[src/hdl/sbf_pkg.sv]
package sbf_pkg;

	localparam logic [63:0] GOLDEN = 64'h9E3779B97F4A7C15;
	localparam logic [63:0] MIXER  = 64'hBF58476D1CE4E5B9;

	localparam int MAX_HASHES_DEF = 16;
	localparam int MAX_SLICES_DEF = 8;
	localparam int MAX_BITS_DEF   = 1048576;

	localparam int HASH_W    = 64;
	localparam int BYTE_W    = 8;
	localparam int BPI_W     = 7;
	localparam int HC_W      = 5;
	localparam int ICAP_W    = 17;
	localparam int CFG_IDX_W = 2;
	localparam int CFG_W     = 17;
	localparam int CNT_W     = 32;
	localparam int SLCNT_W   = 4;
	localparam int NBITS_W   = 21;
	localparam int WORD_W    = 64;
	localparam int WSEL_W    = 6;
	localparam int MOD_CNT_W = 6;

	localparam logic [CFG_IDX_W-1:0] REG_BITS_PER_ITEM = 2'd0;
	localparam logic [CFG_IDX_W-1:0] REG_HASH_COUNT    = 2'd1;
	localparam logic [CFG_IDX_W-1:0] REG_INIT_CAP      = 2'd2;

	localparam logic [BPI_W-1:0]  BPI_RST  = 7'd10;
	localparam logic [BPI_W-1:0]  BPI_MAX  = 7'd64;
	localparam logic [HC_W-1:0]   HC_RST   = 5'd7;
	localparam logic [ICAP_W-1:0] ICAP_RST = 17'd1024;
	localparam logic [ICAP_W-1:0] ICAP_MAX = 17'd65536;
	localparam logic [CNT_W-1:0]  CNT_SAT  = '1;

	localparam logic KIND_INSERT = 1'b0;
	localparam logic KIND_QUERY  = 1'b1;

	function automatic logic [HASH_W-1:0] lane_seed(input int unsigned idx);
		logic [HASH_W-1:0] v;
		v = HASH_W'(idx) * GOLDEN;
		return v;
	endfunction

	typedef struct packed {
		logic clr_run;
		logic accept;
		logic hash_issue;
		logic li_clr;
		logic li_inc;
		logic si_cur;
		logic si_clr;
		logic si_inc;
		logic mod_load;
		logic mod_step;
		logic pos_load;
		logic mem_rd;
		logic mem_set;
		logic count_insert;
		logic grow_calc;
		logic grow_open;
		logic found_set;
		logic res_fire;
	} sbf_cmd_t;

	typedef struct packed {
		logic clr_last;
		logic valid_q;
		logic last_q;
		logic kind_q;
		logic hash_last;
		logic li_next_done;
		logic mod_done;
		logic bit_set;
		logic si_done;
		logic need_grow;
	} sbf_stat_t;

endpackage

[src/hdl/sbf_ctrl.sv]
module sbf_ctrl (
	input  logic              clk,
	input  logic              arst_n,
	input  logic              start,
	output logic              busy,
	output sbf_pkg::sbf_cmd_t cmd,
	input  sbf_pkg::sbf_stat_t st
);
	import sbf_pkg::*;

	typedef enum logic [14:0] {
		S_CLEAR    = 15'b000000000000001,
		S_IDLE     = 15'b000000000000010,
		S_DISPATCH = 15'b000000000000100,
		S_HASH     = 15'b000000000001000,
		S_HDRAIN   = 15'b000000000010000,
		S_FIN      = 15'b000000000100000,
		S_QCHK     = 15'b000000001000000,
		S_MODLD    = 15'b000000010000000,
		S_MODRUN   = 15'b000000100000000,
		S_POS      = 15'b000001000000000,
		S_MRD      = 15'b000010000000000,
		S_MTST     = 15'b000100000000000,
		S_GROW1    = 15'b001000000000000,
		S_GROW2    = 15'b010000000000000,
		S_DONE     = 15'b100000000000000
	} state_t;

	state_t state_q, state_nxt;

	always_ff @(posedge clk or negedge arst_n) begin
		if (!arst_n) begin
			state_q <= S_CLEAR;
		end else begin
			state_q <= state_nxt;
		end
	end

	assign busy = (state_q != S_IDLE);

	always_comb begin
		cmd = '0;
		state_nxt = state_q;
		case (state_q)
			S_CLEAR: begin
				cmd.clr_run = 1'b1;
				if (st.clr_last) state_nxt = S_IDLE;
			end
			S_IDLE: begin
				if (start) begin
					cmd.accept = 1'b1;
					state_nxt = S_DISPATCH;
				end
			end
			S_DISPATCH: begin
				cmd.li_clr = 1'b1;
				if (st.valid_q) state_nxt = S_HASH;
				else if (st.last_q) state_nxt = S_FIN;
				else state_nxt = S_IDLE;
			end
			S_HASH: begin
				cmd.hash_issue = 1'b1;
				cmd.li_inc = 1'b1;
				if (st.hash_last) state_nxt = S_HDRAIN;
			end
			S_HDRAIN: begin
				if (st.last_q) state_nxt = S_FIN;
				else state_nxt = S_IDLE;
			end
			S_FIN: begin
				cmd.li_clr = 1'b1;
				if (st.kind_q == KIND_INSERT) begin
					cmd.count_insert = 1'b1;
					cmd.si_cur = 1'b1;
					state_nxt = S_MODLD;
				end else begin
					cmd.si_clr = 1'b1;
					state_nxt = S_QCHK;
				end
			end
			S_QCHK: begin
				if (st.si_done) state_nxt = S_DONE;
				else state_nxt = S_MODLD;
			end
			S_MODLD: begin
				cmd.mod_load = 1'b1;
				state_nxt = S_MODRUN;
			end
			S_MODRUN: begin
				cmd.mod_step = 1'b1;
				if (st.mod_done) state_nxt = S_POS;
			end
			S_POS: begin
				cmd.pos_load = 1'b1;
				state_nxt = S_MRD;
			end
			S_MRD: begin
				cmd.mem_rd = 1'b1;
				state_nxt = S_MTST;
			end
			S_MTST: begin
				if (st.kind_q == KIND_INSERT) begin
					cmd.mem_set = 1'b1;
					cmd.li_inc = 1'b1;
					if (!st.li_next_done) state_nxt = S_MODLD;
					else if (st.need_grow) state_nxt = S_GROW1;
					else state_nxt = S_DONE;
				end else if (!st.bit_set) begin
					// miss in this slice, move to the next one
					cmd.si_inc = 1'b1;
					cmd.li_clr = 1'b1;
					state_nxt = S_QCHK;
				end else if (st.li_next_done) begin
					cmd.found_set = 1'b1;
					state_nxt = S_DONE;
				end else begin
					cmd.li_inc = 1'b1;
					state_nxt = S_MODLD;
				end
			end
			S_GROW1: begin
				cmd.grow_calc = 1'b1;
				state_nxt = S_GROW2;
			end
			S_GROW2: begin
				cmd.grow_open = 1'b1;
				state_nxt = S_DONE;
			end
			S_DONE: begin
				cmd.res_fire = 1'b1;
				state_nxt = S_IDLE;
			end
			default: begin
				state_nxt = S_IDLE;
			end
		endcase
	end

endmodule

[config.mk]
export PLATFORM = sky130hd
export DESIGN_NAME = sbf_ctrl
export DESIGN_NICKNAME = d
export VERILOG_FILES = /design/src/hdl/sbf_pkg.sv /design/src/hdl/sbf_ctrl.sv
export SDC_FILE = /design/constraint.sdc
export NUM_CORES = 1
export LEC_CHECK = 0
export BUFFER_PORTS_ARGS = -buffer_cell sky130_fd_sc_hd__buf_2
export CELL_PAD_IN_SITES_DETAIL_PLACEMENT = 1
export CELL_PAD_IN_SITES_GLOBAL_PLACEMENT = 1
export CORE_UTILIZATION = 33
export DETAILED_ROUTE_END_ITERATION = 6
export HOLD_SLACK_MARGIN = 0.06
export PLACE_DENSITY = 0.84
export SLEW_MARGIN = 20
export SYNTH_ARGS = -nofsm -noshare
export SYNTH_HDL_FRONTEND = slang
export SYNTH_SLANG_ARGS = --single-unit
[constraint.sdc]
create_clock -name clk -period 1.88 [get_ports clk]
set_input_delay 0.094 -clock clk [delete_from_list [all_inputs] [get_ports clk]]
set_output_delay 0.094 -clock clk [all_outputs]
set_load 0.05 [all_outputs]
==> summary.md, run 1 <==
| Metric | Value |
|---|---|
| Status | `finished, violations left` |
| Violated checks | `DRC, setup timing` |
| Antenna Nets Post-Route | `0` |
| Number of global-route vias before repair | `1389` |
| CP Class | `register to output port` |
| Hold Crit Class | `input port to register` |
| Fillers | `298` |
| Clock Latency Late Sink | `310 ps` |
| Hold Violations, Final | `0` |
| Worst-Margin Slew | `around 520 ps` |
| GR Layer Usage met1 | `0.320` |
| Max reg flops | `15` |
| Worst Setup End Kind | `output port` |
| # port buffers | `31` |
| Setup TNS | `-3880 ps` |
| Syn Area/Cell | `8.72 um2` |
| Grt met2 use | `0.533` |
| Number of flops mapped to enable cells by yosys | `0` |
| Max VDD drop | `0.397 mV` |
| I/O Pins | `32` |
| Core area | `2850 um2` |
| Post-synth top flop | `dfrtp_1` |
| Power Internal | `899 uW` |
| Required time of the critical path | `1790 ps` |
| Final setup viols | `25` |
| N_diodes | `0` |
| Asr flop ratio synth | `1.00` |
| Slew margin rel. | `0.651` |
| Crit path launch | `state_q[6]` |
| FF-to-FF Start | `state_q[6]` |
| Clock transition at path regs | `110 ps` |
| Total of max-cap violations | `0` |
| Biggest register | `state_q` |
| Cells after Synth | `117` |
| Placer Congestion | `0.858` |
| Worst Hold Endpoint | `state_q[8]` |
| Most used routing layer | `met2` |
| Routed vias/inst | `5.72` |
| Final HPWL DP | `about 2500 um` |
| HP Start | `st[3]` |
| Worst Path Max Fanout | `5` |
| Minimum clock period | `2160 ps` |
| All-Layer GR Usage | `0.287` |
| Die height | `57.6 um` |
| Pre-antenna DRT Iters | `6` |
| Dpl ws | `-35.2 ps` |
| Top flop regs | `state_q: 15 flops` |
| Post-synth cell types | `36` |
| R2R Setup Slk | `-260 ps` |
| FP Rows | `19` |
| DRT Wirelength | `4840 um` |
| Root Buffer | `clkbuf_4` |
| Startpoint types | `register` |
| Crit share post-route | `1.15` |
| Most common cell after layout, fill and taps aside | `buf_4` |
| Mapped Area | `between 1000 and 1500 um2` |
| Via Count | `1298` |
| Most frequent cells in the layout | `buf_4 (34), buf_6 (20), buf_2 (12), dfrtp_1 (11)` |
| Clock buffer depth | `2` |
| Arr. time, crit path | `roughly 2100 ps` |
| GR Overflow Total | `0` |
| Die Width | `57.6 um` |
| Slowest cell delay on critical path | `480 ps` |
| PwrDens | `849 nW/um2` |
| H-tree Lvls | `1` |
| Max-slew violations | `0` |
| Initial antenna violation count | `0` |
| P_leak | `0.000874 uW` |
| Met3 Use GR | `0.0385` |
| Hold Path Depth | `3` |
| Setup ws final | `-278 ps` |
| Reg-to-Reg End | `state_q[7]` |
| Sink Count | `15` |
| Hold WS | `90.9 ps` |
| Syn_nets | `130` |
| R2R depth | `7` |
| Largest net degree at the start of global routing | `16` |
| RSZ-0062 raised after global routing | `true` |
| Switching Share | `0.442` |
| Seq pwr share | `0.244` |
| Combinational power share | `0.622` |
| Starting density of the core | `0.357` |
| Layout area overhead | `86.1%` |
| Cts bufs inserted | `3` |
| Yosys Warn Count | `0` |
| Power share of the clock group | `0.133` |
| Worst-path cell chain | `nor4_4 -> nand4_2 -> or2_4 -> buf_4 -> nor2_4 -> buf_6` |
| Iteration-0 DRC Markers | `47` |
| Worst Skew | `7.54 ps` |
| Share of cells above drive strength 1 | `0.556` |
| WL/cell | `21.3 um` |
| Max Freq | `463 MHz` |
| Nets | `210` |
| CP max-delay cell | `dfrtp_2` |
| Switching component of the power | `711 uW` |
| Residual DRC | `2` |
| Die area | `3320 um2` |
| TritonCTS clock tree | `yes` |
| Sequential area share after synthesis | `0.369` |
| First-pass GRT wire length | `6880 um` |
| Seq cells post-synth | `15` |
## per-stage QoR
step,cell area [um2],std cells,util,total power (uW)
finish,1900,227,0.665,1610
global route,1900,227,0.665,1670
CTS,1840,222,0.645,1510
detailed placement,1360,190,0.478,1030
global placement,1360,190,0.478,1010
floorplan,1080,117,-,848
## area by class of cell
class / instances / area, um2 / area share
tap: 31 / 38.8 / 0.0204
timing repair buffer: 77 / 671 / 0.353
inverter: 8 / 30.0 / 0.0158
clock inverter: 1 / 5.00 / 0.00264
multi-input combinational: 92 / 751 / 0.396
sequential: 15 / 380 / 0.200
clock buffer: 3 / 22.5 / 0.0119
## routing by layer
metal / vias up / wire [um]
met1: 645 / 1920
met3: 15 / 176
met5: - / 0
li1: 588 / -
met4: 0 / 197
met2: 50 / 2550
## Yosys cell counts, types with 2 or more instances
library cell | count | share of area
nor2_1 | 18 | 0.066
dfrtp_1 | 14 | 0.34
nand2_1 | 9 | 0.033
inv_1 | 8 | 0.029
nand2b_1 | 8 | 0.049
nand4_1 | 6 | 0.037
nor4b_1 | 6 | 0.052
nor3b_1 | 5 | 0.037
a21oi_1 | 3 | 0.015
nor4_4 | 3 | 0.063
o211ai_1 | 3 | 0.022
o21ai_0 | 3 | 0.015
or3_1 | 3 | 0.018
nand3b_1 | 2 | 0.015
nor3_1 | 2 | 0.0098
o22ai_1 | 2 | 0.012
or2_2 | 2 | 0.012
xnor2_1 | 2 | 0.017
## worst max-delay path: cells and delay by family, from the launching register on
| family | cells | cell delay [ps] |
|---|---|---|
| AND/OR/NAND/NOR | 4 | 940 |
| flip-flops | 1 | 480 |
| buffers and inverters | 2 | 320 |
## cell families (layout without fill, tap and decap cells)
logic type / after synthesis / count (layout) / share of synthesized area
XOR/XNOR: 3 / 3 / 0.0258
flip-flops: 15 / 15 / 0.369
AO/OA/AOI/OAI: 17 / 17 / 0.112
buffers and inverters: 10 / 89 / 0.0405
AND/OR/NAND/NOR: 72 / 72 / 0.453
## how the worst max path moves through the flow
| stage | to | slack [ps] | cells after the start |
|---|---|---|---|
| global route | cmd[14] | -340 | 5 |
| CTS | cmd[14] | -220 | 5 |
| detailed placement | cmd[14] | -40 | 5 |
| global placement | cmd[14] | 30 | 5 |
| floorplan | cmd[14] | -340 | 4 |
| finish | cmd[5] | -280 | 6 |
## power groups by stage
stage / Combinational (uW) / Sequential (uW) / Clock (uW)
after floorplan: 455 / 393 / 0
after global placement: 618 / 393 / 0
after detailed placement: 637 / 397 / 0
after CTS: 909 / 392 / 211
after global routing: 1050 / 396 / 223
final: 1000 / 393 / 215
## what timing repair did
action	4_1_cts	5_1_grt
endpoints found under the hold margin	20	0
hold buffers	8	0
setup endpoints to repair	22	29
buffers inserted	21	5
pin swaps	13	6
gates resized for setup	62	6
Power figures use the tool's default switching activity.
==> inputs of run 2 (changes only) <==
--- a/config.mk
+++ b/config.mk
@@ -5,13 +5,14 @@
 export SDC_FILE = /design/constraint.sdc
 export NUM_CORES = 1
 export LEC_CHECK = 0
+export ABC_AREA = 1
 export BUFFER_PORTS_ARGS = -buffer_cell sky130_fd_sc_hd__buf_2
 export CELL_PAD_IN_SITES_DETAIL_PLACEMENT = 1
 export CELL_PAD_IN_SITES_GLOBAL_PLACEMENT = 1
-export CORE_UTILIZATION = 33
+export CORE_UTILIZATION = 32
 export DETAILED_ROUTE_END_ITERATION = 6
 export HOLD_SLACK_MARGIN = 0.06
-export PLACE_DENSITY = 0.84
+export PLACE_DENSITY = 0.83
 export SLEW_MARGIN = 20
 export SYNTH_ARGS = -nofsm -noshare
 export SYNTH_HDL_FRONTEND = slang
==> summary.md, run 2 <==
| Metric | Value |
|---|---|
| Power Internal | `667 uW (-26%)` |
| Sequential cell area | `377 um2 (-0.99%)` |
| Power share of the clock group | `0.144 (+0.011)` |
| Hold WS | `70.6 ps (-20.3 ps)` |
| Post-synth top area cell | `dfrtp_1` |
| Kind of cell adding the most delay to the critical path | `simple AND/OR/NAND/NOR gates` |
| Status | `complete, no violations` |
| Top-area cell type share of the netlist area | `0.310 (-0.0335)` |
| H-tree Lvls | `1 (unchanged)` |
| Placer Congestion | `0.821 (-4.3%)` |
| Most frequent cells in the layout | `inv_1 (31), nor2_1 (26), nand2_1 (25), buf_2 (20), dfrtp_1 (14)` |
| Crit path launch | `state_q[14]` |
| Dpl ws | `128 ps (+163 ps)` |
| Final instance area | `1590 um2 (-16%)` |
| PwrDens | `852 nW/um2 (+0.42%)` |
| CP max-delay cell | `dfrtp_1` |
| Worst-Margin Slew | `348 ps (-175 ps)` |
| Most common cell after layout, fill and taps aside | `inv_1` |
| Starting density of the core | `0.336 (-0.0215)` |
| GR Overflow Total | `0 (unchanged)` |
| Die height | `61.4 um (+6.7%)` |
| Clock buffer depth | `2 (unchanged)` |
| DRT Wirelength | `3530 um (-27%)` |
| Layout area overhead | `40.8%` |
| Fillers | `459 (+54%)` |
| RSZ-0062 raised after global routing | `true` |
| Mux share of post-synthesis cell area | `0 (unchanged)` |
| CP Class | `register to output port` |
| Seq pwr share | `0.282 (+0.038)` |
| Number of flops mapped to enable cells by yosys | `0 (unchanged)` |
| Worst Setup End Kind | `output port` |
| Final HPWL DP | `2580 um (+1.9%)` |
| # port buffers | `31 (unchanged)` |
| Worst-path cell chain | `nor2_2 -> nand2_4 -> nor2_4 -> nand2_2 -> nor2_2 -> buf_4` |
| Required time of the critical path | `1790 ps (about the same)` |
| Sequential area share after synthesis | `0.333 (-0.0360)` |
| Switching component of the power | `689 uW (-3.2%)` |
| Max reg flops | `15 (unchanged)` |
| Worst Hold Endpoint | `state_q[5]` |
| Nets | `221 (+5.2%)` |
| Syn_nets | `175 (+35%)` |
| Setup ws final | `49.7 ps (+328 ps)` |
| Routed vias/inst | `4.68 (-18%)` |
| Via Count | `1183 (-8.9%)` |
| Seq cells post-synth | `15 (unchanged)` |
| Minimum clock period | `1830 ps (-328 ps)` |
| Syn Area/Cell | `6.97 um2 (-20%)` |
| Post-synth cell types | `22 (-39%)` |
| Compound-cell area share of the yosys netlist | `0.0454 (-0.0663)` |
| Worst path bufs/invs | `1 (-1)` |
| Max-slew violations | `0 (unchanged)` |
| I/O Pins | `32 (unchanged)` |
| Biggest register | `state_q` |
| Arr. time, crit path | `1740 ps (-320 ps)` |
| Multi-input gate area | `683 um2 (-9.0%)` |
| Slowest cell delay on critical path | `420 ps (-60 ps)` |
| Yosys Warn Count | `0 (unchanged)` |
| HP Start | `st[8]` |
| Sink Count | `15 (unchanged)` |
| Slew margin rel. | `0.768 (+0.117)` |
| TritonCTS clock tree | `yes` |
| Final setup viols | `0 (-100%)` |
| Reg-to-Reg End | `state_q[1]` |
| Cells after Synth | `162 (+38%)` |
| Largest family of logic cells by synthesized area | `simple AND/OR/NAND/NOR gates` |
| Area contributors post-synth | `dfrtp_1 (31%), inv_1 (11%), nor2_1 (11%)` |
| Hold Violations, Final | `0 (unchanged)` |
| Asr flop ratio synth | `1.00 (unchanged)` |
| R2R Setup Slk | `110 ps (+370 ps)` |
| Clock Latency Late Sink | `300 ps (about the same)` |
| XOR/XNOR share of the synthesized area | `0 (-0.0258)` |
| Initial antenna violation count | `0 (unchanged)` |
| R2R depth | `13 (+6)` |
| Hold Path Depth | `4 (+1)` |
| Share of cells above drive strength 1 | `0.396 (-0.160)` |
| Startpoint types | `register` |
| Cell Area, Placed | `1340 um2 (-1.7%)` |
| Combinational power share | `0.574 (-0.048)` |
| Clock transition at path regs | `90 ps (-20 ps)` |
| Die area | `3770 um2 (+14%)` |
| P_leak | `0.000886 uW (+1.3%)` |
| FF-to-FF Start | `state_q[14]` |
| Final core area utilization | `0.473 (-0.193)` |
| Overall Power | `1360 uW (-16%)` |
| Root Buffer | `clkbuf_4` |
| Post-synth top flop | `dfrtp_1` |
| Antenna Nets Post-Route | `0 (unchanged)` |
| Top cells by count, synth | `inv_1 (32), nor2_1 (32), nand2_1 (28)` |
| Switching Share | `0.508 (+0.0663)` |
| FP Rows | `21 (+2)` |
| Post-synthesis adder-cell area fraction | `0 (unchanged)` |
| Max Freq | `546 MHz (+18%)` |
| Residual DRC | `0 (-2)` |
| Pre-antenna DRT Iters | `4 (-2)` |
| Largest net degree at the start of global routing | `16 (unchanged)` |
| Crit share post-route | `0.974 (-0.174)` |
| N_diodes | `0 (unchanged)` |
| Cts bufs inserted | `3 (unchanged)` |
| Cell mode on critical path | `nor2_2` |
| Worst Path Max Fanout | `7 (+2)` |
| First-pass GRT wire length | `5040 um (-27%)` |
| Hold Crit Class | `input port to register` |
| Synth Area in Simple Gates | `0.487 (+0.0345)` |
| Mapped Area | `1130 um2 (+11%)` |
| WL/cell | `13.9 um (-35%)` |
| Iteration-0 DRC Markers | `24 (-49%)` |
| Worst Skew | `4.36 ps (-3.18 ps)` |
| Total of max-cap violations | `0 (unchanged)` |
| Max VDD drop | `0.421 mV (+6.0%)` |
| Number of global-route vias before repair | `1131 (-19%)` |
| Core area | `3360 um2 (+18%)` |
| Die Width | `61.4 um (+6.7%)` |
| All-Layer GR Usage | `0.186 (-0.101)` |
| Top flop regs | `state_q: 15 flops` |
-- run 2: cell count changes after synthesis, moves of 7 or more --
cell,previous run,this run
nor2_1,18,32
inv_1,8,32
nand3_1,1,12
nand2b_1,8,0
nand2_2,0,7
nand2_1,9,28
-- run 2: worst max path at each step --
stage | endpoint | slack, ps | cells after the start
floorplan | cmd[14] | -90 | 7
global placement | state_q[1] | 180 | 13
detailed placement | state_q[1] | 130 | 13
CTS | cmd[11] | 2 | 6
global route | state_q[1] | -40 | 13
finish | cmd[16] | 50 | 6
-- run 2: layer usage --
layer	track usage	wire length (um)	share of wire
met1	0.243	1500	0.43
met2	0.317	1870	0.53
met3	0.0294	124	0.035
met4	0.0571	36	0.010
met5	0	0	0
-- run 2: cell families (layout without fill, tap and decap cells) --
family,Yosys count,count (layout)
AND/OR/NAND/NOR,104,105
buffers and inverters,35,79
flip-flops,15,15
AO/OA/AOI/OAI,8,8
-- run 2: timing repair --
item	4_1_cts	5_1_grt
setup endpoints to repair	8	14
gates cloned	1	0
gates resized for setup	6	36
setup buffers	1	5
pin swaps	2	7
hold buffers	4	0
hold endpoints to repair	18	0
-- run 2: worst reg2reg max path, stage by stage, from the launching register on --
cell,delay [ps]
dfrtp_1,420
nor2_2,160
nand2_4,100
nor2_4,270
buf_6,180
nand2_2,70
nand2_1,90
inv_1,40
nand2_1,50
nor2_1,50
nand2_2,80
nand3_1,70
nand2_1,60
inv_1,50
-- run 2: final cells by class --
class                      count  share of cell area
clock buffer                   4              0.0165
inverter                      33              0.0795
multi-input combinational    113               0.430
sequential                    15               0.237
tap                           46              0.0362
timing repair buffer          42               0.201
-- run 2: stage by stage --
stage / instances / TNS [ps]
3_5_place_dp: 238 / 0
6_report: 253 / 0
3_3_place_gp: 238 / 0
2_1_floorplan: 162 / -93.0
4_1_cts: 248 / 0
5_1_grt: 253 / -144
-- run 2: power groups by stage --
stage	clock, uW	sequential, uW	combinational [uW]
6_report	196	382	777
5_1_grt	210	384	847
4_1_cts	192	375	698
3_5_place_dp	0	382	658
3_3_place_gp	0	380	627
2_1_floorplan	0	378	505
